<file path="src/rtl/lsps_pkg.sv">
// Shared types, constants and width helpers for the line sensor PID steering block.
// Used by every module under rtl/; depends on nothing else.
package lsps_pkg;

  // Default parameter values.
  localparam int unsigned SENSOR_COUNT_DEF = 4;
  localparam int unsigned ADC_BITS_DEF     = 12;

  // Fixed field widths.
  localparam int unsigned DUTY_W      = 7;
  localparam int unsigned GAIN_W      = 12;
  localparam int unsigned CAL_W       = 12;
  localparam int unsigned VAL_W       = 10;
  localparam int unsigned MAP_PROD_W  = CAL_W + VAL_W;
  localparam int unsigned DUTY_Q_W    = 15;
  localparam int unsigned ERR_W       = 14;
  localparam int unsigned DIFF_W      = 15;
  localparam int unsigned STEER_W     = 16;
  localparam int unsigned PROD_W      = GAIN_W + 1 + DIFF_W;
  localparam int unsigned ACC_W       = PROD_W + 2;
  localparam int unsigned DUTY_X_W    = 18;
  localparam int unsigned OUT_TDATA_W = 64;
  localparam int unsigned CFG_IDX_W   = 3;
  localparam int unsigned CFG_DATA_W  = 12;
  localparam int unsigned WEIGHT_W    = 5;

  // Algorithm constants.
  localparam int SENSE_FULL   = 1000;
  localparam int SENSE_LIMIT  = 400;
  localparam int LOST_ERROR   = 6400;
  localparam int INTEG_LIMIT  = 7680;
  localparam int ERR_MAX      = 8191;
  localparam int ERR_MIN      = -8192;
  localparam int STEER_MAX    = 32767;
  localparam int STEER_MIN    = -32768;
  localparam int ERR_SCALE_HI = 11;  // 2560 = 2^11 + 2^9
  localparam int ERR_SCALE_LO = 9;

  // Register reset values.
  localparam logic [DUTY_W-1:0] BASE_DUTY_RST = 7'd75;
  localparam logic [DUTY_W-1:0] DUTY_MIN_RST  = 7'd65;
  localparam logic [DUTY_W-1:0] DUTY_MAX_RST  = 7'd85;
  localparam logic [GAIN_W-1:0] GAIN_P_RST    = 12'd256;
  localparam logic [GAIN_W-1:0] GAIN_I_RST    = 12'd0;
  localparam logic [GAIN_W-1:0] GAIN_D_RST    = 12'd384;
  localparam logic [CAL_W-1:0]  ADC_LOW_RST   = 12'd1700;
  localparam logic [CAL_W-1:0]  ADC_HIGH_RST  = 12'd4000;

  // Configuration register indexes.
  typedef enum logic [CFG_IDX_W-1:0] {
    CFG_BASE_DUTY,
    CFG_DUTY_MIN,
    CFG_DUTY_MAX,
    CFG_GAIN_P,
    CFG_GAIN_I,
    CFG_GAIN_D,
    CFG_ADC_LOW,
    CFG_ADC_HIGH
  } cfg_reg_t;

  typedef struct packed {
    logic [DUTY_W-1:0] base_duty;
    logic [DUTY_W-1:0] duty_min;
    logic [DUTY_W-1:0] duty_max;
    logic [GAIN_W-1:0] gain_p;
    logic [GAIN_W-1:0] gain_i;
    logic [GAIN_W-1:0] gain_d;
    logic [CAL_W-1:0]  adc_low;
    logic [CAL_W-1:0]  adc_high;
  } lsps_cfg_t;

  // PID term selected for the shared multiplier.
  typedef enum logic [1:0] {
    PID_P,
    PID_I,
    PID_D
  } pid_term_t;

  typedef enum logic [3:0] {
    ST_IDLE,
    ST_MAP_SETUP,
    ST_MAP_DIV,
    ST_MAP_ACC,
    ST_ERR_SETUP,
    ST_ERR_DIV,
    ST_ERR_FIN,
    ST_PID,
    ST_STEER,
    ST_OUT
  } lsps_state_t;

  // Commands from the controller to the datapath.
  typedef struct packed {
    logic      capture;
    logic      map_setup;
    logic      div_step;
    logic      map_acc;
    logic      err_setup;
    logic      err_fin;
    logic      pid_mul;
    logic      pid_acc;
    pid_term_t pid_sel;
    logic      steer_calc;
    logic      out_load;
  } lsps_cmd_t;

  // Status from the datapath to the controller.
  typedef struct packed {
    logic out_free;
  } lsps_status_t;

  // Quotient bits of the shared divider: covers |error| up to (n-1)*2560.
  function automatic int unsigned quot_bits(int unsigned n);
    return $clog2((n - 1) * 2560 + 1);
  endfunction

  // Bits of the unsigned sum of all sensor values.
  function automatic int unsigned sum_bits(int unsigned n);
    return $clog2(n * SENSE_FULL + 1);
  endfunction

  // Bits of the signed weighted sum.
  function automatic int unsigned wsum_bits(int unsigned n);
    return $clog2((n - 1) * n * SENSE_FULL + 1) + 1;
  endfunction

  // Input beat width, padded to whole bytes.
  function automatic int unsigned in_tdata_bits(int unsigned n, int unsigned b);
    return ((n * b + 7) / 8) * 8;
  endfunction

endpackage

</file>
<file path="src/rtl/lsps_cfg_regs.sv">
// Configuration register file for the line sensor PID steering block.
// Depends on lsps_pkg for the register indexes, reset values and the bundle type.
module lsps_cfg_regs (
  input  logic                             clk,
  input  logic                             rst_n,
  input  logic                             cfg_valid,
  output logic                             cfg_ready,
  input  logic [lsps_pkg::CFG_IDX_W-1:0]   cfg_index,
  input  logic [lsps_pkg::CFG_DATA_W-1:0]  cfg_data,
  output lsps_pkg::lsps_cfg_t              cfg
);

  lsps_pkg::lsps_cfg_t cfg_r;
  lsps_pkg::lsps_cfg_t cfg_nxt;

  // Writes are always taken.
  assign cfg_ready = 1'b1;
  assign cfg       = cfg_r;

  // Decode the register index of a write beat.
  always_comb begin
    cfg_nxt = cfg_r;
    if (cfg_valid) begin
      case (lsps_pkg::cfg_reg_t'(cfg_index))
        lsps_pkg::CFG_BASE_DUTY: cfg_nxt.base_duty = cfg_data[lsps_pkg::DUTY_W-1:0];
        lsps_pkg::CFG_DUTY_MIN:  cfg_nxt.duty_min  = cfg_data[lsps_pkg::DUTY_W-1:0];
        lsps_pkg::CFG_DUTY_MAX:  cfg_nxt.duty_max  = cfg_data[lsps_pkg::DUTY_W-1:0];
        lsps_pkg::CFG_GAIN_P:    cfg_nxt.gain_p    = cfg_data[lsps_pkg::GAIN_W-1:0];
        lsps_pkg::CFG_GAIN_I:    cfg_nxt.gain_i    = cfg_data[lsps_pkg::GAIN_W-1:0];
        lsps_pkg::CFG_GAIN_D:    cfg_nxt.gain_d    = cfg_data[lsps_pkg::GAIN_W-1:0];
        lsps_pkg::CFG_ADC_LOW:   cfg_nxt.adc_low   = cfg_data[lsps_pkg::CAL_W-1:0];
        lsps_pkg::CFG_ADC_HIGH:  cfg_nxt.adc_high  = cfg_data[lsps_pkg::CAL_W-1:0];
        default:                 cfg_nxt = cfg_r;
      endcase
    end
  end

  // Register storage with documented reset values.
  always_ff @(posedge clk) begin
    if (!rst_n) begin
      cfg_r.base_duty <= lsps_pkg::BASE_DUTY_RST;
      cfg_r.duty_min  <= lsps_pkg::DUTY_MIN_RST;
      cfg_r.duty_max  <= lsps_pkg::DUTY_MAX_RST;
      cfg_r.gain_p    <= lsps_pkg::GAIN_P_RST;
      cfg_r.gain_i    <= lsps_pkg::GAIN_I_RST;
      cfg_r.gain_d    <= lsps_pkg::GAIN_D_RST;
      cfg_r.adc_low   <= lsps_pkg::ADC_LOW_RST;
      cfg_r.adc_high  <= lsps_pkg::ADC_HIGH_RST;
    end else begin
      cfg_r <= cfg_nxt;
    end
  end

endmodule

</file>
<file path="src/rtl/lsps_ctrl.sv">
// Sequencing state machine for the line sensor PID steering block.
// Depends on lsps_pkg for the state, command and status types.
module lsps_ctrl #(
  parameter int unsigned SENSOR_COUNT = lsps_pkg::SENSOR_COUNT_DEF
) (
  input  logic                            clk,
  input  logic                            rst_n,
  input  logic                            in_tvalid,
  output logic                            in_tready,
  input  lsps_pkg::lsps_status_t          status,
  output lsps_pkg::lsps_cmd_t             cmd,
  output logic [$clog2(SENSOR_COUNT)-1:0] sens_idx
);

  localparam int unsigned SIDX_W = $clog2(SENSOR_COUNT);
  localparam int unsigned Q_W    = lsps_pkg::quot_bits(SENSOR_COUNT);
  localparam int unsigned STEP_W = $clog2(Q_W);
  localparam logic [STEP_W-1:0] STEP_LAST = STEP_W'(Q_W - 1);
  localparam logic [SIDX_W-1:0] SIDX_LAST = SIDX_W'(SENSOR_COUNT - 1);
  localparam logic [1:0]        PID_LAST  = 2'd3;

  lsps_pkg::lsps_state_t state_r, state_nxt;
  logic [SIDX_W-1:0] sens_idx_r, sens_idx_nxt;
  logic [STEP_W-1:0] step_r, step_nxt;
  logic [1:0]        pid_r, pid_nxt;

  assign sens_idx = sens_idx_r;

  // Next state and counters.
  always_comb begin
    state_nxt    = state_r;
    sens_idx_nxt = sens_idx_r;
    step_nxt     = step_r;
    pid_nxt      = pid_r;
    case (state_r)
      lsps_pkg::ST_IDLE: begin
        sens_idx_nxt = '0;
        if (in_tvalid) begin
          state_nxt = lsps_pkg::ST_MAP_SETUP;
        end
      end
      lsps_pkg::ST_MAP_SETUP: begin
        step_nxt  = '0;
        state_nxt = lsps_pkg::ST_MAP_DIV;
      end
      lsps_pkg::ST_MAP_DIV: begin
        step_nxt = step_r + 1'b1;
        if (step_r == STEP_LAST) begin
          state_nxt = lsps_pkg::ST_MAP_ACC;
        end
      end
      lsps_pkg::ST_MAP_ACC: begin
        if (sens_idx_r == SIDX_LAST) begin
          state_nxt = lsps_pkg::ST_ERR_SETUP;
        end else begin
          sens_idx_nxt = sens_idx_r + 1'b1;
          state_nxt    = lsps_pkg::ST_MAP_SETUP;
        end
      end
      lsps_pkg::ST_ERR_SETUP: begin
        step_nxt  = '0;
        state_nxt = lsps_pkg::ST_ERR_DIV;
      end
      lsps_pkg::ST_ERR_DIV: begin
        step_nxt = step_r + 1'b1;
        if (step_r == STEP_LAST) begin
          state_nxt = lsps_pkg::ST_ERR_FIN;
        end
      end
      lsps_pkg::ST_ERR_FIN: begin
        pid_nxt   = '0;
        state_nxt = lsps_pkg::ST_PID;
      end
      lsps_pkg::ST_PID: begin
        pid_nxt = pid_r + 1'b1;
        if (pid_r == PID_LAST) begin
          state_nxt = lsps_pkg::ST_STEER;
        end
      end
      lsps_pkg::ST_STEER: begin
        state_nxt = lsps_pkg::ST_OUT;
      end
      lsps_pkg::ST_OUT: begin
        if (status.out_free) begin
          state_nxt = lsps_pkg::ST_IDLE;
        end
      end
      default: begin
        state_nxt = lsps_pkg::ST_IDLE;
      end
    endcase
  end

  // Command outputs decoded from the state.
  always_comb begin
    cmd       = '0;
    in_tready = 1'b0;
    case (state_r)
      lsps_pkg::ST_IDLE: begin
        in_tready   = 1'b1;
        cmd.capture = in_tvalid;
      end
      lsps_pkg::ST_MAP_SETUP: cmd.map_setup = 1'b1;
      lsps_pkg::ST_MAP_DIV:   cmd.div_step  = 1'b1;
      lsps_pkg::ST_MAP_ACC:   cmd.map_acc   = 1'b1;
      lsps_pkg::ST_ERR_SETUP: cmd.err_setup = 1'b1;
      lsps_pkg::ST_ERR_DIV:   cmd.div_step  = 1'b1;
      lsps_pkg::ST_ERR_FIN:   cmd.err_fin   = 1'b1;
      lsps_pkg::ST_PID: begin
        // Multiply term k while accumulating term k-1.
        cmd.pid_mul = (pid_r != PID_LAST);
        cmd.pid_acc = (pid_r != '0);
        case (pid_r)
          2'd0:    cmd.pid_sel = lsps_pkg::PID_P;
          2'd1:    cmd.pid_sel = lsps_pkg::PID_I;
          2'd2:    cmd.pid_sel = lsps_pkg::PID_D;
          default: cmd.pid_sel = lsps_pkg::PID_P;
        endcase
      end
      lsps_pkg::ST_STEER: cmd.steer_calc = 1'b1;
      lsps_pkg::ST_OUT:   cmd.out_load   = status.out_free;
      default:            cmd = '0;
    endcase
  end

  // State and counter registers.
  always_ff @(posedge clk) begin
    if (!rst_n) begin
      state_r    <= lsps_pkg::ST_IDLE;
      sens_idx_r <= '0;
      step_r     <= '0;
      pid_r      <= '0;
    end else begin
      state_r    <= state_nxt;
      sens_idx_r <= sens_idx_nxt;
      step_r     <= step_nxt;
      pid_r      <= pid_nxt;
    end
  end

`ifndef ASSERT_OFF
  // An accepted beat always starts mapping at the first sensor.
  a_start_first_sensor: assert property (@(posedge clk) disable iff (!rst_n)
    in_tvalid && in_tready |=> state_r == lsps_pkg::ST_MAP_SETUP && sens_idx_r == '0)
    else $error("sweep did not start at the first sensor");

  // The error division finishes after its last quotient step.
  a_err_div_len: assert property (@(posedge clk) disable iff (!rst_n)
    state_r == lsps_pkg::ST_ERR_DIV && step_r == STEP_LAST |=>
      state_r == lsps_pkg::ST_ERR_FIN)
    else $error("error division did not finish after the last step");
`endif

endmodule

</file>
<file path="src/rtl/lsps_dp.sv">
// Datapath of the line sensor PID steering block: sensor mapping, shared
// restoring divider, PID multiply-accumulate, duty clamps and output register.
// Depends on lsps_pkg for types, constants and width helpers.
module lsps_dp #(
  parameter int unsigned SENSOR_COUNT = lsps_pkg::SENSOR_COUNT_DEF,
  parameter int unsigned ADC_BITS     = lsps_pkg::ADC_BITS_DEF
) (
  input  logic                                    clk,
  input  logic                                    rst_n,
  input  logic [lsps_pkg::in_tdata_bits(SENSOR_COUNT, ADC_BITS)-1:0] in_tdata,
  input  lsps_pkg::lsps_cfg_t                     cfg,
  input  lsps_pkg::lsps_cmd_t                     cmd,
  input  logic [$clog2(SENSOR_COUNT)-1:0]         sens_idx,
  input  logic                                    out_tready,
  output logic                                    out_tvalid,
  output logic [lsps_pkg::OUT_TDATA_W-1:0]        out_tdata,
  output lsps_pkg::lsps_status_t                  status
);

  localparam int unsigned Q_W    = lsps_pkg::quot_bits(SENSOR_COUNT);
  localparam int unsigned SUM_W  = lsps_pkg::sum_bits(SENSOR_COUNT);
  localparam int unsigned WSUM_W = lsps_pkg::wsum_bits(SENSOR_COUNT);
  localparam int unsigned D_W    = (SUM_W > lsps_pkg::CAL_W) ? SUM_W : lsps_pkg::CAL_W;
  localparam int unsigned R_W    = D_W + Q_W;
  localparam int unsigned RAW_W  = (ADC_BITS > lsps_pkg::CAL_W) ? ADC_BITS : lsps_pkg::CAL_W;
  localparam int unsigned EF_W   = (Q_W + 1 > lsps_pkg::ERR_W) ? Q_W + 1 : lsps_pkg::ERR_W;
  localparam int unsigned ERR_W  = lsps_pkg::ERR_W;
  localparam int unsigned DIFF_W = lsps_pkg::DIFF_W;
  localparam int unsigned ACC_W  = lsps_pkg::ACC_W;
  localparam int unsigned VAL_W  = lsps_pkg::VAL_W;
  localparam int unsigned DQ_W   = lsps_pkg::DUTY_Q_W;
  localparam int unsigned DX_W   = lsps_pkg::DUTY_X_W;
  localparam int unsigned ST_W   = lsps_pkg::STEER_W;

  localparam logic signed [EF_W-1:0]   EF_MAX     = EF_W'(lsps_pkg::ERR_MAX);
  localparam logic signed [EF_W-1:0]   EF_MIN     = EF_W'(lsps_pkg::ERR_MIN);
  localparam logic signed [ERR_W-1:0]  LOST_POS   = ERR_W'(lsps_pkg::LOST_ERROR);
  localparam logic signed [ERR_W-1:0]  LOST_NEG   = ERR_W'(-lsps_pkg::LOST_ERROR);
  localparam logic signed [DIFF_W-1:0] INTEG_POS  = DIFF_W'(lsps_pkg::INTEG_LIMIT);
  localparam logic signed [DIFF_W-1:0] INTEG_NEG  = DIFF_W'(-lsps_pkg::INTEG_LIMIT);
  localparam logic signed [ACC_W-1:0]  STEER_POS  = ACC_W'(lsps_pkg::STEER_MAX);
  localparam logic signed [ACC_W-1:0]  STEER_NEG  = ACC_W'(lsps_pkg::STEER_MIN);
  localparam logic [VAL_W-1:0]         VAL_FULL   = VAL_W'(lsps_pkg::SENSE_FULL);
  localparam logic [VAL_W-1:0]         VAL_LIMIT  = VAL_W'(lsps_pkg::SENSE_LIMIT);

  // Duty clamp, lower limit first: crossed limits give lo below lo, else hi.
  function automatic logic [DQ_W-1:0] duty_clamp(logic signed [DX_W-1:0] x,
                                                  logic [DQ_W-1:0] lo,
                                                  logic [DQ_W-1:0] hi);
    logic signed [DX_W-1:0] lo_s;
    logic signed [DX_W-1:0] hi_s;
    lo_s = $signed(DX_W'(lo));
    hi_s = $signed(DX_W'(hi));
    if (x < lo_s) begin
      return lo;
    end else if (x > hi_s) begin
      return hi;
    end
    return x[DQ_W-1:0];
  endfunction

  // Sweep and accumulator registers.
  logic [SENSOR_COUNT-1:0][ADC_BITS-1:0] sample_r;
  logic signed [WSUM_W-1:0] wsum_r;
  logic [SUM_W-1:0]         sum_r;
  logic                     seen_r;

  // Shared divider registers.
  logic [R_W-1:0]   rem_r;
  logic [R_W-1:0]   dsh_r;
  logic [Q_W-1:0]   quo_r;
  logic             direct_r;
  logic [VAL_W-1:0] dval_r;
  logic             neg_r;

  // Controller state and PID registers.
  logic signed [ERR_W-1:0]                last_err_r;
  logic signed [ERR_W-1:0]                integ_r;
  logic signed [DIFF_W-1:0]               diff_r;
  logic signed [lsps_pkg::PROD_W-1:0]     prod_r;
  logic signed [ACC_W-1:0]                acc_r;
  logic signed [ST_W-1:0]                 steer_r;

  // Output register.
  logic                              out_valid_r;
  logic [lsps_pkg::OUT_TDATA_W-1:0]  out_data_r;
  logic                              out_free;

  // Sensor mapping setup.
  logic [RAW_W-1:0]                  raw_x;
  logic [RAW_W-1:0]                  low_x;
  logic [RAW_W-1:0]                  diff_x;
  logic [lsps_pkg::CAL_W-1:0]        span;
  logic [lsps_pkg::MAP_PROD_W-1:0]   map_prod;
  logic                              map_direct;
  logic [VAL_W-1:0]                  map_dval;

  assign raw_x    = RAW_W'(sample_r[sens_idx]);
  assign low_x    = RAW_W'(cfg.adc_low);
  assign diff_x   = raw_x - low_x;
  assign span     = cfg.adc_high - cfg.adc_low;
  assign map_prod = lsps_pkg::MAP_PROD_W'(diff_x[lsps_pkg::CAL_W-1:0])
                  * lsps_pkg::MAP_PROD_W'(lsps_pkg::SENSE_FULL);

  // Readings at or below the low mark, an empty range, or at least a full span
  // are settled without the divider.
  always_comb begin
    map_direct = 1'b1;
    map_dval   = VAL_FULL;
    if (raw_x <= low_x) begin
      map_dval = '0;
    end else if (cfg.adc_high <= cfg.adc_low) begin
      map_dval = VAL_FULL;
    end else if (diff_x >= RAW_W'(span)) begin
      map_dval = VAL_FULL;
    end else begin
      map_direct = 1'b0;
    end
  end

  // Sensor value and its weight for the accumulate step.
  logic [VAL_W-1:0]                          sens_val;
  logic signed [lsps_pkg::WEIGHT_W-1:0]      weight;
  logic signed [lsps_pkg::WEIGHT_W+VAL_W:0]  wprod;

  assign sens_val = direct_r ? dval_r : quo_r[VAL_W-1:0];
  assign weight   = lsps_pkg::WEIGHT_W'(SENSOR_COUNT - 1)
                  - (lsps_pkg::WEIGHT_W'(sens_idx) << 1);
  assign wprod    = weight * $signed({1'b0, sens_val});

  // Error dividend: |wsum| * 2560 as two shifted terms.
  logic [WSUM_W-1:0] wsum_mag;
  logic [R_W-1:0]    err_dividend;

  assign wsum_mag     = (wsum_r < 0) ? WSUM_W'(-wsum_r) : WSUM_W'(wsum_r);
  assign err_dividend = (R_W'(wsum_mag) << lsps_pkg::ERR_SCALE_HI)
                      + (R_W'(wsum_mag) << lsps_pkg::ERR_SCALE_LO);

  // One restoring step of the shared divider.
  logic div_ge;
  assign div_ge = (rem_r >= dsh_r);

  // Error finish: sign, saturate, or hold a lost-line error; clamp the integral.
  logic signed [EF_W-1:0]   err_full;
  logic signed [ERR_W-1:0]  err_nxt;
  logic signed [DIFF_W-1:0] integ_sum;
  logic signed [ERR_W-1:0]  integ_nxt;

  always_comb begin
    err_full = neg_r ? -$signed(EF_W'(quo_r)) : $signed(EF_W'(quo_r));
    if (!seen_r) begin
      err_nxt = (last_err_r > 0) ? LOST_POS : LOST_NEG;
    end else if (err_full > EF_MAX) begin
      err_nxt = ERR_W'(EF_MAX);
    end else if (err_full < EF_MIN) begin
      err_nxt = ERR_W'(EF_MIN);
    end else begin
      err_nxt = ERR_W'(err_full);
    end
    integ_sum = DIFF_W'(integ_r) + DIFF_W'(err_nxt);
    if (integ_sum > INTEG_POS) begin
      integ_nxt = ERR_W'(INTEG_POS);
    end else if (integ_sum < INTEG_NEG) begin
      integ_nxt = ERR_W'(INTEG_NEG);
    end else begin
      integ_nxt = ERR_W'(integ_sum);
    end
  end

  // Operand and gain for the shared PID multiplier.
  logic signed [DIFF_W-1:0]       pid_op;
  logic [lsps_pkg::GAIN_W-1:0]    pid_gain;

  always_comb begin
    case (cmd.pid_sel)
      lsps_pkg::PID_P: begin
        pid_op   = DIFF_W'(last_err_r);
        pid_gain = cfg.gain_p;
      end
      lsps_pkg::PID_I: begin
        pid_op   = DIFF_W'(integ_r);
        pid_gain = cfg.gain_i;
      end
      lsps_pkg::PID_D: begin
        pid_op   = diff_r;
        pid_gain = cfg.gain_d;
      end
      default: begin
        pid_op   = '0;
        pid_gain = '0;
      end
    endcase
  end

  // Floor division by 256 and saturation of the correction.
  logic signed [ACC_W-1:0] acc_sh;
  logic signed [ST_W-1:0]  steer_nxt;

  always_comb begin
    acc_sh = acc_r >>> 8;
    if (acc_sh > STEER_POS) begin
      steer_nxt = ST_W'(STEER_POS);
    end else if (acc_sh < STEER_NEG) begin
      steer_nxt = ST_W'(STEER_NEG);
    end else begin
      steer_nxt = ST_W'(acc_sh);
    end
  end

  // Motor duties around the base duty.
  logic signed [DX_W-1:0] base_x;
  logic [DQ_W-1:0]        lo_q;
  logic [DQ_W-1:0]        hi_q;
  logic [DQ_W-1:0]        left_duty;
  logic [DQ_W-1:0]        right_duty;

  assign base_x     = $signed(DX_W'({cfg.base_duty, 8'd0}));
  assign lo_q       = DQ_W'({cfg.duty_min, 8'd0});
  assign hi_q       = DQ_W'({cfg.duty_max, 8'd0});
  assign left_duty  = duty_clamp(base_x - DX_W'(steer_r), lo_q, hi_q);
  assign right_duty = duty_clamp(base_x + DX_W'(steer_r), lo_q, hi_q);

  assign out_free        = !out_valid_r || out_tready;
  assign status.out_free = out_free;
  assign out_tvalid      = out_valid_r;
  assign out_tdata       = out_data_r;

  // Payload registers.
  always_ff @(posedge clk) begin
    if (cmd.capture) begin
      sample_r <= in_tdata[SENSOR_COUNT*ADC_BITS-1:0];
      wsum_r   <= '0;
      sum_r    <= '0;
      seen_r   <= 1'b0;
    end
    if (cmd.map_setup) begin
      rem_r    <= R_W'(map_prod);
      dsh_r    <= R_W'(span) << (Q_W - 1);
      quo_r    <= '0;
      direct_r <= map_direct;
      dval_r   <= map_dval;
    end
    if (cmd.err_setup) begin
      rem_r <= err_dividend;
      dsh_r <= R_W'(sum_r) << (Q_W - 1);
      quo_r <= '0;
      neg_r <= (wsum_r < 0);
    end
    if (cmd.div_step) begin
      if (div_ge) begin
        rem_r <= rem_r - dsh_r;
      end
      quo_r <= {quo_r[Q_W-2:0], div_ge};
      dsh_r <= dsh_r >> 1;
    end
    if (cmd.map_acc) begin
      wsum_r <= wsum_r + WSUM_W'(wprod);
      sum_r  <= sum_r + SUM_W'(sens_val);
      if (sens_val > VAL_LIMIT) begin
        seen_r <= 1'b1;
      end
    end
    if (cmd.err_fin) begin
      diff_r <= DIFF_W'(err_nxt) - DIFF_W'(last_err_r);
      acc_r  <= '0;
    end
    if (cmd.pid_mul) begin
      prod_r <= $signed({1'b0, pid_gain}) * pid_op;
    end
    if (cmd.pid_acc) begin
      acc_r <= acc_r + ACC_W'(prod_r);
    end
    if (cmd.steer_calc) begin
      steer_r <= steer_nxt;
    end
    if (cmd.out_load) begin
      out_data_r <= {4'd0, steer_r, last_err_r, right_duty, left_duty};
    end
  end

  // Loop state and output valid.
  always_ff @(posedge clk) begin
    if (!rst_n) begin
      last_err_r  <= '0;
      integ_r     <= '0;
      out_valid_r <= 1'b0;
    end else begin
      if (cmd.err_fin) begin
        last_err_r <= err_nxt;
        integ_r    <= integ_nxt;
      end
      if (cmd.out_load) begin
        out_valid_r <= 1'b1;
      end else if (out_tready) begin
        out_valid_r <= 1'b0;
      end
    end
  end

`ifndef ASSERT_OFF
  // The integral never leaves its clamp.
  a_integ_bounded: assert property (@(posedge clk) disable iff (!rst_n)
    integ_r <= ERR_W'(INTEG_POS) && integ_r >= ERR_W'(INTEG_NEG))
    else $error("integral outside its limit");

  // A found line always leaves a nonzero divisor for the error division.
  a_err_divisor: assert property (@(posedge clk) disable iff (!rst_n)
    cmd.err_fin && seen_r |-> sum_r != '0)
    else $error("error division with zero sensor sum");

  // A result is never loaded over one that is still waiting.
  a_no_overwrite: assert property (@(posedge clk) disable iff (!rst_n)
    cmd.out_load |-> out_free)
    else $error("output register overwritten");
`endif

endmodule

</file>
<file path="src/rtl/line_sensor_pid_steering.sv">
// Top level of the line sensor PID steering block.
// Depends on lsps_pkg, lsps_cfg_regs, lsps_ctrl and lsps_dp.
//
//   channel | direction | handshake              | payload
//   in_     | sink      | in_tvalid / in_tready   | in_tdata: one raw reading per sensor
//   out_    | source    | out_tvalid / out_tready | out_tdata: duties, error, steering
//   cfg_    | sink      | cfg_valid / cfg_ready   | cfg_index, cfg_data
//
// Each beat runs a mapping division per sensor, then the error division, the
// PID terms, the steering step and the output load before the next accept.
// The shared restoring divider yields one quotient bit per cycle.
// Reset is synchronous on rst_n low; it restores register defaults and clears
// the stored error and integral. A result waits in the output register while
// the next beat is taken and computed; only the final load waits on out_tready.
module line_sensor_pid_steering #(
  parameter int unsigned SENSOR_COUNT = lsps_pkg::SENSOR_COUNT_DEF,
  parameter int unsigned ADC_BITS     = lsps_pkg::ADC_BITS_DEF
) (
  input  logic                                   clk,
  input  logic                                   rst_n,
  // Input beat.
  input  logic                                   in_tvalid,
  output logic                                   in_tready,
  // Fields from bit 0: raw_far_left, raw_mid_left, raw_mid_right, raw_far_right,
  // each ADC_BITS wide, zero padding to whole bytes.
  input  logic [lsps_pkg::in_tdata_bits(SENSOR_COUNT, ADC_BITS)-1:0] in_tdata,
  // Result beat.
  output logic                                   out_tvalid,
  input  logic                                   out_tready,
  // Fields from bit 0: left_duty[14:0], right_duty[29:15], line_error[43:30],
  // steer_amount[59:44], zero padding [63:60].
  output logic [lsps_pkg::OUT_TDATA_W-1:0]       out_tdata,
  // Configuration writes.
  input  logic                                   cfg_valid,
  output logic                                   cfg_ready,
  input  logic [lsps_pkg::CFG_IDX_W-1:0]         cfg_index,
  input  logic [lsps_pkg::CFG_DATA_W-1:0]        cfg_data
);

  lsps_pkg::lsps_cfg_t    cfg;
  lsps_pkg::lsps_cmd_t    cmd;
  lsps_pkg::lsps_status_t status;
  logic [$clog2(SENSOR_COUNT)-1:0] sens_idx;

  lsps_cfg_regs u_cfg_regs (
    .clk       (clk),
    .rst_n     (rst_n),
    .cfg_valid (cfg_valid),
    .cfg_ready (cfg_ready),
    .cfg_index (cfg_index),
    .cfg_data  (cfg_data),
    .cfg       (cfg)
  );

  lsps_ctrl #(
    .SENSOR_COUNT (SENSOR_COUNT)
  ) u_ctrl (
    .clk       (clk),
    .rst_n     (rst_n),
    .in_tvalid (in_tvalid),
    .in_tready (in_tready),
    .status    (status),
    .cmd       (cmd),
    .sens_idx  (sens_idx)
  );

  lsps_dp #(
    .SENSOR_COUNT (SENSOR_COUNT),
    .ADC_BITS     (ADC_BITS)
  ) u_dp (
    .clk        (clk),
    .rst_n      (rst_n),
    .in_tdata   (in_tdata),
    .cfg        (cfg),
    .cmd        (cmd),
    .sens_idx   (sens_idx),
    .out_tready (out_tready),
    .out_tvalid (out_tvalid),
    .out_tdata  (out_tdata),
    .status     (status)
  );

endmodule
</file>
<file path="config.mk">
export PLATFORM = sky130hd
export DESIGN_NAME = line_sensor_pid_steering
export DESIGN_NICKNAME = d
export VERILOG_FILES = /design/src/rtl/lsps_pkg.sv /design/src/rtl/lsps_cfg_regs.sv /design/src/rtl/lsps_ctrl.sv /design/src/rtl/lsps_dp.sv /design/src/rtl/line_sensor_pid_steering.sv
export SDC_FILE = /design/constraint.sdc
export NUM_CORES = 2
export LEC_CHECK = 0
export BUFFER_PORTS_ARGS = -buffer_cell sky130_fd_sc_hd__buf_2
export CORE_UTILIZATION = 32
export DETAILED_ROUTE_END_ITERATION = 7
export PLACE_DENSITY = 0.46
export SETUP_SLACK_MARGIN = 0.5
export SKIP_CTS_REPAIR_TIMING = 1
export SYNTH_ARGS = -nofsm -noshare
export SYNTH_HDL_FRONTEND = slang
export SYNTH_SLANG_ARGS = --single-unit
</file>
<file path="constraint.sdc">
create_clock -name clk -period 10.8 [get_ports clk]
set_clock_uncertainty 0.15 [all_clocks]
set_input_delay 0.54 -clock clk [delete_from_list [all_inputs] [get_ports clk]]
set_output_delay 0.54 -clock clk [all_outputs]
set_load 0.01 [all_outputs]
</file>
# Word-level counts from Yosys, hierarchy flattened

Cells that the tools add are included.

Memories: 0
Latch bits: 0
Input port bits: 68
RAM bits: 0
ROM bits: 0
Register bits: 421
Output and inout port bits: 67
Logic and storage cells: 197

Muxes and demuxes: 69
Eq/ne operators: 30
Bitwise logic cells: 0
Multipliers: 3
Div/mod/pow operators: 0
Magnitude comparators: 18
Add/subtract/negate cells: 17
Shifts and indexed selects: 0
Reduce and logical (&&, ||, !) cells: 26

Operator list:

| kind                                                 | number |
|---|---|
| two-way mux 15 bit                                   | 9 |
| two-way mux 25 bit                                   | 4 |
| two-way mux 14 bit                                   | 7 |
| two-way mux 30 bit                                   | 2 |
| two-way mux 24 bit                                   | 2 |
| one-hot mux 15 bit (3 select lines)                  | 1 |
| one-hot mux 4 bit (10 select lines)                  | 1 |
| two-way mux 13 bit                                   | 3 |
| > comparator 18 x 16 -> 1 bit                        | 2 |
| < comparator 18 x 16 -> 1 bit                        | 2 |
| two-way mux 12 bit                                   | 3 |
| one-hot mux 12 bit (3 select lines)                  | 1 |
| adder 30 x 28 -> 30 bit                              | 1 |
| multiplier 13 x 15 -> 28 bit                         | 1 |
| adder 25 x 24 -> 25 bit                              | 1 |
| >= comparator 25 x 24 -> 1 bit                       | 1 |
| subtractor 25 x 24 -> 25 bit                         | 1 |
| binary-select mux 12 bit (select 2 bit)              | 1 |
| less-or-equal comparator 12 bit                      | 2 |
| two-way mux 4 bit                                    | 6 |
| subtractor 12 bit                                    | 2 |
| two-way mux 23 bit                                   | 1 |
| > comparator 22 x 16 -> 1 bit, second input constant | 1 |
| < comparator 22 x 16 -> 1 bit, second input constant | 1 |
| 50 further kinds                                     | 107 |

# Logic depth before layout (Yosys ltp)

Word-level depth: 10
Depth in mapped cells: 29
Gate-level depth less buffers: 28

# Modules after synthesis

Synthesis repeated with hierarchy kept, for this count alone.

Cells, all modules: 3634
Area total of the unflattened synthesis: 35092.4 sq um

Modules (own cells, without submodules):

| module        | cells each | seq. area each (sq um) | area each (sq um) | instances |
|---|---|---|---|---|
| lsps_dp       | 3224       | 9028.7                 | 31007.2           | 1 |
| lsps_cfg_regs | 305        | 1621.6                 | 3218.1            | 1 |
| lsps_ctrl     | 105        | 240.2                  | 867.1             | 1 |

# Least setup slack after synthesis

No wires, ideal clock.

Kind: reg-to-reg
Start: register u_ctrl.state_r[0]
End: register u_dp.prod_r[27] in the netlist's numbering, data pin
Data arrival time: 6.645 ns
Path buffers: 3
Clock period less this slack: 7.065 ns
Slack: 3.735 ns
Stages on the path, launching flop included: 27
Data required time: 10.379 ns
Setup time: 0.271 ns
Cells stage by stage: dfxtp_1 clkbuf_1 nand2_1 nor2_1 o21ai_0 clkbuf_1 a21oi_1 clkbuf_1 nor2_1 fa_1 inv_1 fa_1 inv_1 fa_1 fa_1 inv_1 fa_1 inv_1 ha_1 a21o_1 a21oi_1 nor2b_1 o21ai_0 nand2b_1 o21bai_1 nor4_1 a211oi_1

Word-level cells in the longest chain between the ends: 5
Elaborated cells on any way between the ends: 8
Classes of those cells: mul: 1; eq/ne: 3; mux: 3; reduce/logical: 1

RTL lines:

| element                                                                                    | line             | text |
|---|---|---|
| start, declared                                                                            | lsps_ctrl.sv:22  | `lsps_pkg::lsps_state_t state_r, state_nxt;` |
| start signal, assigned                                                                     | lsps_ctrl.sv:129 | `state_r <= lsps_pkg::ST_IDLE;` |
| start signal, assigned                                                                     | lsps_ctrl.sv:134 | `state_r <= state_nxt;` |
| equality test 4 x 3 -> 1 bit *                                                             | lsps_ctrl.sv:98  | `case (state_r)` |
| two-way mux 4 bit *                                                                        | lsps_ctrl.sv:98  |  |
| equality test 2 bit, or another cell as far along                                          | lsps_dp.sv:175   | `case (cmd.pid_sel)` |
| one-hot mux 12 bit (3 select lines) or one-hot mux 15 bit (3 select lines) (tied branches) | lsps_dp.sv:175   |  |
| multiplier 13 x 15 -> 28 bit *                                                             | lsps_dp.sv:268   | `prod_r <= $signed({1'b0, pid_gain}) * pid_op;` |
| end signal, assigned                                                                       | lsps_dp.sv:268   |  |
| end, declared                                                                              | lsps_dp.sv:80    | `logic signed [lsps_pkg::PROD_W-1:0] prod_r;` |

Every way passes the cells marked *; elsewhere a longest branch is shown, timed or not.
A chain may end at the register's enable or synchronous reset.

# Worst setup path in the final report

Start: register u_ctrl.pid_r[0]
End: register u_dp.prod_r[27] in the netlist's numbering, data pin

Word-level cells in the longest chain between the ends: 6
Elaborated cells on any way between the ends: 10
Classes of those cells: mul: 1; eq/ne: 4; mux: 4; reduce/logical: 1

RTL lines:

| element                                                                                    | line             | text |
|---|---|---|
| start, declared                                                                            | lsps_ctrl.sv:25  | `logic [1:0] pid_r, pid_nxt;` |
| start signal, assigned                                                                     | lsps_ctrl.sv:137 | `pid_r <= pid_nxt;` |
| equality test 2 bit or equality test 2 x 1 -> 1 bit (tied branches)                        | lsps_ctrl.sv:113 | `case (pid_r)` |
| one-hot mux 2 bit (2 select lines) *                                                       | lsps_ctrl.sv:113 |  |
| two-way mux 4 bit *                                                                        | lsps_ctrl.sv:98  |  |
| equality test 2 bit, or another cell as far along                                          | lsps_dp.sv:175   |  |
| one-hot mux 12 bit (3 select lines) or one-hot mux 15 bit (3 select lines) (tied branches) | lsps_dp.sv:175   |  |
| multiplier 13 x 15 -> 28 bit *                                                             | lsps_dp.sv:268   |  |

Marks and branches as above.

==> results.sh <==
export IMPL_grt_first_pass_wirelength_mm=153
export IMPL_via_per_inst=5.04
export IMPL_layout_cell_area_non_filler_um2=39200
export IMPL_outcome="complete, no violations"
export IMPL_io_pin_count=135
export IMPL_layout_worst_path_cycle_share=0.747
export IMPL_syn_inst=3776
export IMPL_setup_tns_final_ns=0
export IMPL_yosysUniqueCellTypes=91
export IMPL_wl_mm=97.0
export IMPL_initial_core_util=0.324
export IMPL_crit_arrival_ns=8.28
export IMPL_avgSynthCellArea_um2=9.23
export IMPL_core_footprint_um2=108000
export IMPL_cts_buffers_inserted=49
export IMPL_clock_fmax_ghz=0.124
export IMPL_maxCapViolations=0
export IMPL_grt_usage=0.175
export IMPL_setup_worst_path_start_class="register"
export IMPL_setup_worst_path_end_class="register"
export IMPL_firstDrtPassIters=6
export IMPL_cts_buffer_depth=3
export IMPL_async_flop_share=0
export IMPL_globalplace_congestion=0.842
export IMPL_synth_ff_type="sky130_fd_sc_hd__edfxtp_1"
export IMPL_final_worst_setup_slack_ns=2.73
export IMPL_tritoncts="done"
export IMPL_rsz_0062_raised_after_global_routing="false"
export IMPL_drc=0
export IMPL_pre_cts_slack_ns=2.78
export IMPL_holdCritPathClass="input port to register"
export IMPL_timing_max_transition_violations_final=0
export IMPL_final_net_count=4566
export IMPL_area_delta_synth_final_pct=12.4
export IMPL_synthesis_yosys_warnings=0
export IMPL_slew_headroom=0.195
export IMPL_n_antenna_cell=0
export IMPL_gr_total_overflow=0
export IMPL_post_route_min_period_ns=8.07
export IMPL_port_buffers=129
export IMPL_route_vias_total=27100
export IMPL_drt_first_iter_violations=1743
export IMPL_seq_area_frac_synth=0.312
export IMPL_via_count_of_the_first_global_routing_pass=26700
export IMPL_tightestPinTransition_ns=1.20
export IMPL_pin_count_of_the_biggest_net_entering_global_routing=75
export IMPL_rows=120
export IMPL_clock_sink_count=412
export IMPL_ctsHtreeMaxLevel=2
export IMPL_synth_enable_flop_cells=264
export IMPL_setup_viol=0
export IMPL_die_area_um2=110000
export IMPL_final_layout_size_suffix_gt1_frac=0.0754
export IMPL_setup_worst_path_class="register to register"
export IMPL_report_final_hold_viol_count=0
export IMPL_synth_ff_latch_count=412
export IMPL_dpl_instance_area_um2=37100
export IMPL_worst_skew_pair_late_latency_ns=0.65
export IMPL_syn_cell_area_um2=34900
export IMPL_antenna_violations_before_repair=1
export IMPL_dp_hpwl_mm=75.1
export IMPL_average_wire_length_per_cell_after_detail_routing_um=18.1
export IMPL_data_required_time_of_the_critical_path_ns=11.01
export IMPL_clk_pin_slew_ns=0.06
export IMPL_clock_root_buffer="sky130_fd_sc_hd__clkbuf_16"
export IMPL_die_width_um=332
export IMPL_worstPathMaxFanout=16
export IMPL_route_antenna_remaining_nets=0
export IMPL_floorplan_die_height_um=332
## worst paths after layout
path                            from            endpoint  slack, ns  depth (start not counted)
setup / recovery     u_ctrl.pid_r[0]     u_dp.prod_r[27]       2.73                         24
hold / removal           cfg_data[1]  u_cfg_regs.cfg[13]        0.1                          3
setup reg to reg     u_ctrl.pid_r[0]     u_dp.prod_r[27]       2.73                         24
hold reg to reg   u_cfg_regs.cfg[69]  u_cfg_regs.cfg[69]       0.31                          2
## cells by family (layout without fill, tap and decap cells)
kind of cell             after synthesis  in the layout  synth area share
buffers and inverters                599            788            0.0654
AND/OR/NAND/NOR                     1149           1149             0.151
adder cells (fa/ha/maj)              572            572             0.257
AO/OA/AOI/OAI                        825            825             0.154
other                                  2              5          0.000215
multiplexers                          33             33            0.0140
XOR/XNOR                             184            184            0.0462
flip-flops                           412            412             0.312
## critical path: stages, from the launching register on
cell and delay, ns:
sky130_fd_sc_hd__dfxtp_1 0.41, sky130_fd_sc_hd__ha_1 0.62, sky130_fd_sc_hd__nor2b_1 0.55, sky130_fd_sc_hd__buf_4 0.31, sky130_fd_sc_hd__a22oi_1 0.09, sky130_fd_sc_hd__o21ai_1 0.70
sky130_fd_sc_hd__nand2_1 0.17, sky130_fd_sc_hd__fa_1 0.45, sky130_fd_sc_hd__fa_1 0.49, sky130_fd_sc_hd__inv_1 0.05, sky130_fd_sc_hd__fa_1 0.47, sky130_fd_sc_hd__fa_1 0.57
sky130_fd_sc_hd__inv_1 0.06, sky130_fd_sc_hd__fa_1 0.52, sky130_fd_sc_hd__inv_1 0.04, sky130_fd_sc_hd__ha_1 0.35, sky130_fd_sc_hd__a21o_1 0.20, sky130_fd_sc_hd__a21o_1 0.18
sky130_fd_sc_hd__a21oi_1 0.21, sky130_fd_sc_hd__o41ai_1 0.11, sky130_fd_sc_hd__buf_4 0.18, sky130_fd_sc_hd__o31ai_1 0.45, sky130_fd_sc_hd__o21bai_1 0.18, sky130_fd_sc_hd__nor4_1 0.19
sky130_fd_sc_hd__a211oi_1 0.08
## flip-flops by register name (all words and copies together) (netlist names), 4 cells and up
register,cells
u_dp.integ_r,14
u_ctrl.step_r,4
u_dp.quo_r,13
u_dp.acc_r,30
u_dp.wsum_r,15
u_dp.dsh_r,24
u_ctrl.state_r,4
u_dp.steer_r,16
u_cfg_regs.cfg,81
u_dp.last_err_r,14
u_dp.rem_r,25
u_dp.sum_r,12
u_dp.sample_r,48
u_dp.prod_r,28
u_dp.out_tdata,60
u_dp.diff_r,15
## cell type report
type / instances / area [um^2]
clock buffer: 69 / 1390
multi-input combinational: 2768 / 21700
sequential: 412 / 10900
inverter: 485 / 1820
timing repair buffer: 211 / 1380
clock inverter: 23 / 191
tap: 1403 / 1760
fill: 11000 / 68300
## cell usage after synthesis, types with 44 or more instances
master	number	area share
sky130_fd_sc_hd__nand3_1	54	0.0078
sky130_fd_sc_hd__nor2_1	319	0.034
sky130_fd_sc_hd__xor2_1	67	0.017
sky130_fd_sc_hd__ha_1	333	0.12
sky130_fd_sc_hd__nand2_1	418	0.045
sky130_fd_sc_hd__fa_1	238	0.14
sky130_fd_sc_hd__xnor2_1	117	0.029
sky130_fd_sc_hd__dfxtp_1	148	0.085
sky130_fd_sc_hd__a21o_1	82	0.018
sky130_fd_sc_hd__nor2b_1	55	0.0099
sky130_fd_sc_hd__a21oi_1	258	0.037
sky130_fd_sc_hd__nand2b_1	62	0.011
sky130_fd_sc_hd__o21a_1	44	0.0095
sky130_fd_sc_hd__nor3_1	69	0.0099
sky130_fd_sc_hd__inv_1	482	0.052
sky130_fd_sc_hd__o21ai_0	142	0.020
sky130_fd_sc_hd__edfxtp_1	264	0.23
sky130_fd_sc_hd__clkbuf_1	91	0.0098
## cells in the final DEF (no fill, tap or decap), drive strengths merged, types with 18 or more instances in the layout
cell type	Yosys	routed
inv	482	483
nand2	418	418
ha	333	333
nor2	319	319
edfxtp	264	264
a21oi	262	262
fa	238	238
buf	18	163
o21ai	151	151
dfxtp	148	148
xnor2	117	117
a21o	82	82
nor3	69	69
clkbuf	96	69
xor2	67	67
nand2b	62	62
nor2b	55	55
nand3	54	54
dlygate4sd3	0	48
o21a	44	44
and2	35	35
o211ai	34	34
a22oi	33	33
a31oi	28	28
nand4	27	27
and3	25	25
a211oi	25	25
or3	20	20
o41ai	20	20
clkinv	3	19
o31ai	18	18
## metal layers
layer  wire length, um  vias to the layer above  track usage
li1                  -                    13300            -
met1             48500                    13200        0.253
met2             42300                      496        0.271
met3              4060                      112       0.0236
met4              2120                        0       0.0475
met5                 0                        -            0
## stage by stage
step | util | instances | hold WS [ns]
floorplan | - | 3779 | 0.286
global placement | 0.345 | 5231 | 0.293
detailed placement | 0.345 | 5231 | 0.297
CTS | 0.360 | 5323 | -0.135
global route | 0.364 | 5371 | 0.0742
finish | 0.364 | 5371 | 0.0963
Power is not shown: default switching activity piles up to over one toggle a cycle in this logic, so the estimate is an artifact.
